[src/fct_pkg.sv]
// shared constants, codes and types of the frustum cull test block
// no dependencies
`default_nettype none

package fct_pkg;

    localparam int COORD_BITS  = 16;
    localparam int NUM_PLANES  = 6;
    localparam int SIDE_PLANES = 4;
    localparam int PLANE_W     = 64;
    localparam int FIELD_W     = 16;
    localparam int D_SHIFT     = 14;
    localparam int RAD_W       = COORD_BITS - 1;
    localparam int PROD_W      = COORD_BITS + FIELD_W;
    localparam int DTERM_W     = FIELD_W + D_SHIFT;
    localparam int DIST_W      = ((PROD_W > DTERM_W) ? PROD_W : DTERM_W) + 3;
    localparam int CFG_IDX_W   = $clog2(NUM_PLANES);

    // primitive kinds
    localparam logic [1:0] CMD_POINT  = 2'd0;
    localparam logic [1:0] CMD_SPHERE = 2'd1;
    localparam logic [1:0] CMD_BOX    = 2'd2;

    // verdict codes
    localparam logic [1:0] VERDICT_INSIDE    = 2'd0;
    localparam logic [1:0] VERDICT_INTERSECT = 2'd1;
    localparam logic [1:0] VERDICT_OUTSIDE   = 2'd2;

    typedef struct packed {
        logic [1:0]            command;
        logic                  light_mode;
        logic [COORD_BITS-1:0] pos_x;
        logic [COORD_BITS-1:0] pos_y;
        logic [COORD_BITS-1:0] pos_z;
        logic [COORD_BITS-1:0] max_x;
        logic [COORD_BITS-1:0] max_y;
        logic [COORD_BITS-1:0] max_z;
        logic [RAD_W-1:0]      radius;
    } t_item;

    typedef struct packed {
        logic [1:0]       command;
        logic [RAD_W-1:0] radius;
    } t_cls;

    typedef struct packed {
        logic outside;
        logic isect;
    } t_flags;

endpackage

`default_nettype wire

[src/fct_lane.sv]
// one plane lane: vertex pick, registered products, distance and classification
// depends on fct_pkg
`default_nettype none

module fct_lane import fct_pkg::*; (
    input  logic               i_clk,
    input  logic               i_en,
    input  logic [PLANE_W-1:0] i_plane,
    input  t_item              i_item,
    input  t_cls               i_cls,
    output t_flags             o_flags
);

    logic signed [FIELD_W-1:0]    w_coef [3];
    logic signed [FIELD_W-1:0]    w_d;
    logic signed [COORD_BITS-1:0] w_lo [3];
    logic signed [COORD_BITS-1:0] w_hi [3];
    logic signed [COORD_BITS-1:0] w_pv [3];
    logic signed [COORD_BITS-1:0] w_nv [3];
    logic                         w_box;
    logic signed [PROD_W-1:0]     n_pp [3];
    logic signed [PROD_W-1:0]     n_pn [3];
    logic signed [PROD_W-1:0]     r_pp [3];
    logic signed [PROD_W-1:0]     r_pn [3];
    logic signed [FIELD_W-1:0]    r_d;
    logic signed [DIST_W-1:0]     w_dterm;
    logic signed [DIST_W-1:0]     w_dp;
    logic signed [DIST_W-1:0]     w_dn;
    logic signed [DIST_W-1:0]     w_rad;
    logic signed [DIST_W-1:0]     w_abs;

    assign w_coef[0] = $signed(i_plane[FIELD_W-1:0]);
    assign w_coef[1] = $signed(i_plane[2*FIELD_W-1:FIELD_W]);
    assign w_coef[2] = $signed(i_plane[3*FIELD_W-1:2*FIELD_W]);
    assign w_d       = $signed(i_plane[4*FIELD_W-1:3*FIELD_W]);

    assign w_lo[0] = $signed(i_item.pos_x);
    assign w_lo[1] = $signed(i_item.pos_y);
    assign w_lo[2] = $signed(i_item.pos_z);
    assign w_hi[0] = $signed(i_item.max_x);
    assign w_hi[1] = $signed(i_item.max_y);
    assign w_hi[2] = $signed(i_item.max_z);

    // codes two and three both run the box test
    assign w_box = (i_item.command != CMD_POINT) && (i_item.command != CMD_SPHERE);

    // p vertex takes max where the normal is non-negative, point and sphere use pos
    always_comb begin
        for (int k = 0; k < 3; k++) begin
            if (w_box && !w_coef[k][FIELD_W-1]) begin
                w_pv[k] = w_hi[k];
                w_nv[k] = w_lo[k];
            end else begin
                w_pv[k] = w_lo[k];
                w_nv[k] = w_hi[k];
            end
            n_pp[k] = PROD_W'(w_coef[k]) * PROD_W'(w_pv[k]);
            n_pn[k] = PROD_W'(w_coef[k]) * PROD_W'(w_nv[k]);
        end
    end

    always_ff @(posedge i_clk) begin
        if (i_en) begin
            r_pp <= n_pp;
            r_pn <= n_pn;
            r_d  <= w_d;
        end
    end

    // exact distances with 22 fraction bits
    assign w_dterm = DIST_W'(r_d) <<< D_SHIFT;
    assign w_dp    = DIST_W'(r_pp[0]) + DIST_W'(r_pp[1]) + DIST_W'(r_pp[2]) + w_dterm;
    assign w_dn    = DIST_W'(r_pn[0]) + DIST_W'(r_pn[1]) + DIST_W'(r_pn[2]) + w_dterm;
    assign w_rad   = $signed(DIST_W'(i_cls.radius) << D_SHIFT);
    assign w_abs   = w_dp[DIST_W-1] ? -w_dp : w_dp;

    always_comb begin
        o_flags = '0;
        unique case (i_cls.command)
            CMD_POINT: begin
                o_flags.outside = w_dp[DIST_W-1];
                o_flags.isect   = (w_dp == '0);
            end
            CMD_SPHERE: begin
                o_flags.outside = (w_dp < -w_rad);
                o_flags.isect   = (w_abs < w_rad);
            end
            default: begin
                o_flags.outside = w_dp[DIST_W-1];
                o_flags.isect   = w_dn[DIST_W-1];
            end
        endcase
    end

endmodule

`default_nettype wire

[config.mk]
export PLATFORM = sky130hd
export DESIGN_NAME = fct_lane
export DESIGN_NICKNAME = d
export VERILOG_FILES = /design/src/fct_pkg.sv /design/src/fct_lane.sv
export SDC_FILE = /design/constraint.sdc
export NUM_CORES = 2
export LEC_CHECK = 0
export BUFFER_PORTS_ARGS = -buffer_cell sky130_fd_sc_hd__buf_2
export CELL_PAD_IN_SITES_DETAIL_PLACEMENT = 0
export CELL_PAD_IN_SITES_GLOBAL_PLACEMENT = 1
export CORE_MARGIN = 2
export CORE_UTILIZATION = 35
export DETAILED_ROUTE_END_ITERATION = 16
export PLACE_DENSITY_LB_ADDON = 0.1
export SYNTH_ARGS = -nofsm -noshare
export SYNTH_HDL_FRONTEND = slang
export SYNTH_SLANG_ARGS = --single-unit
export TNS_END_PERCENT = 20
[constraint.sdc]
create_clock -name i_clk -period 19.1 [get_ports i_clk]
set_input_delay 1.91 -clock i_clk [delete_from_list [all_inputs] [get_ports i_clk]]
set_output_delay 1.91 -clock i_clk [all_outputs]
set_load 0.03 [all_outputs]
==> results.md <==
* Outcome: complete, no violations
* Die span in x at around 460 um
* Routed wire length at approximately 210 mm
* Hold_buf cts at 0
* Crit path DAT at roughly 10000 ps
* Crit path time final at between 10000 and 15000 ps
* CP Max Fanout at 27
* Multi-input logic area at 0.0587 mm2
* Ranking of synthesized cells by area: fa_1 46%, ha_1 11%, inv_1 10%
* Top cells by count, synth: 2001 x inv_1, 1674 x fa_1, 960 x nand2_1
* Layout area overhead at 6.69%
* Syn_area_per_cell at around 9.4 um2
* Least-Margin Pin Slew at 1350 ps
* Sequential element share of the synthesized area at 0.0851
* Pin count of the biggest net entering global routing at 96
* Mapped cell area at roughly 0.073 mm2
* Min Hold Slack at about 1500 ps
* Setup TNS at 0 ps
* Top_reg_cell synth: edfxtp_1
* Fill count at between 20000 and 25000
* Final nets at ~10000
* Top cell type's share of synthesized area at 0.456
* FF+latch count, synth at 208
* Ys Warns at 0
* DRT iter0 DRCs at 2661
* Finished Core Util at 0.375
* Antenna-violating nets left at 0
* Root Driver: clkbuf_16
* Slowest stage delay, CP at 1020 ps
* Hold path cells at 1
* Cell accounting for the most synthesized area: fa_1
* Final Hold Viols at 0
* Area of the core at 0.209 mm2
* Number of top-level pins at between 150 and 200
* Post-DP HPWL at 170 mm
* First-pass GRT wire length at between 300 and 400 mm
* Final Cell Area at roughly 0.078 mm2
* Startpoint types: input pin
* Starting Density at 0.351
* Most numerous cell in the Yosys netlist: inv_1
* WP buf/inv at 6
* Worst-path clk slew at roughly 70 ps
* Kind of critical path: input pin to flip-flop
* Vias in the first global route at roughly 55000
* Routed wire per std cell at between 15 and 20 um
* Num rows at 168
* Vias at between 50000 and 60000
* 1st-pass router iterations at 5
* Final GP Congestion at between 0.8 and 0.9
* Critical path's most frequent cell: fa_1
* Post-CTS Setup Bufs at 0
* Synth Net Count at 10300
* CP endpoint kind: flip-flop
* Cell Area, Placed at approximately 0.077 mm2
* Via density at ~4.7
* Slew Viols, Final at 0
* Max Cap Viol at 0
* Post-CTS sizing at 0
* RSZ-0062 raised after global routing: false
* CTS tree: built
* Fmax at about 100 MHz
* Headroom to the max-slew limit at 0.0848
* Layout cells sized above 1 at 0.0562
* Tcrit/Tclk final at 0.524
* TritonCTS buffer count at 27
* Total congestion overflow at 0
* # port buffers at 181
* H-tree lvl count at 1
* CP top delay family: adder cells
* Initial antenna violation count at 18
* Sequential Area at approximately 0.0062 mm2
* Slowest CP cell: nor2b_2
* Post-Syn Instances at between 7000 and 8000
* Critical hold path startpoint: i_plane[58]
* Clk sinks at ~210
* Total GRT Usage at 0.203
* Worst setup path startpoint: i_item[113]
* Hold crit path type: input pin to flip-flop
* Number of synthesized flops with an enable pin at approximately 210
* Die Y at about 460 um
* WP data required at 19420 ps
* Die area at ~0.21 mm2
* Clock tree buffer depth at 3
* Final setup fails at 0
* Drt drc at 0
* Asr flop ratio synth at 0
* Unique cell type count in the Yosys netlist at 89
* Critical path depth in cells at 25
==> cell usage in the layout (no fill, tap or decap), types with 9 or more instances in the layout <==
| master | count |
|---|---|
| a211o_1 | 9 |
| a211oi_1 | 18 |
| a21boi_0 | 9 |
| a21o_1 | 85 |
| a21oi_1 | 161 |
| a31oi_1 | 23 |
| and2_1 | 342 |
| and3_1 | 25 |
| buf_2 | 180 |
| buf_4 | 66 |
| clkbuf_16 | 27 |
| edfxtp_1 | 208 |
| fa_1 | 1674 |
| ha_1 | 617 |
| inv_1 | 2001 |
| mux2_2 | 26 |
| mux2i_1 | 29 |
| nand2_1 | 960 |
| nand2b_1 | 54 |
| nand3_1 | 39 |
| nand4_1 | 26 |
| nor2_1 | 141 |
| nor2b_1 | 356 |
| nor3_1 | 54 |
| nor4_1 | 16 |
| o211ai_1 | 15 |
| o21a_1 | 27 |
| o21ai_0 | 82 |
| o21bai_1 | 41 |
| o31ai_1 | 11 |
| or2_2 | 78 |
| or3_1 | 12 |
| xnor2_1 | 195 |
| xor2_1 | 55 |
==> final cells by class <==
type	instances	share of cell area
Clock buffer	28	0.00867
Tap cell	2805	0.0448
Clock inverter	22	0.00366
Timing Repair Buffer	247	0.0180
Multi-Input combinational cell	5320	0.749
Inverter	2001	0.0959
Antenna cell	4	0.000128
Sequential cell	208	0.0797
==> layer usage <==
layer / track usage / part of all wire
met1: 0.294 / 0.47
met2: 0.338 / 0.48
met3: 0.0169 / 0.035
met4: 0.0316 / 0.018
met5: 0 / 0.000053
==> cell families (layout without fill, tap and decap cells) <==
family                     count (synthesis)  in the layout  share of synthesized area
adders and majority gates               2291           2291                      0.562
DFF                                      208            208                     0.0851
AOI/OAI and AO/OA                        573            573                     0.0529
and+or+nand+nor                         2144           2144                      0.146
other                                      0              4                          0
xor gates and xnor gates                 250            250                     0.0298
muxes                                     62             62                    0.00890
buffers and inverters                   2272           2298                      0.116
==> registers in the layout, indices dropped and copies added (netlist names) <==
signal,flops
r_d,16
r_pp,96
r_pn,96
==> worst paths after layout <==
kind | to | slack [ps]
worst max-delay path | r_pp[93] | 9080
worst min-delay path | r_d[10] | 1480
==> through the flow <==
stage               setup slack (ps)  instances
CTS                             9120      10600
global placement                8600      10600
floorplan                       9960       7800
detailed placement              8590      10600
finish                          9080      10600
global route                    8640      10600
Power is left out: the tool's default activity adds up to more than one toggle a clock period on the data nets, which glitch-free logic cannot reach.
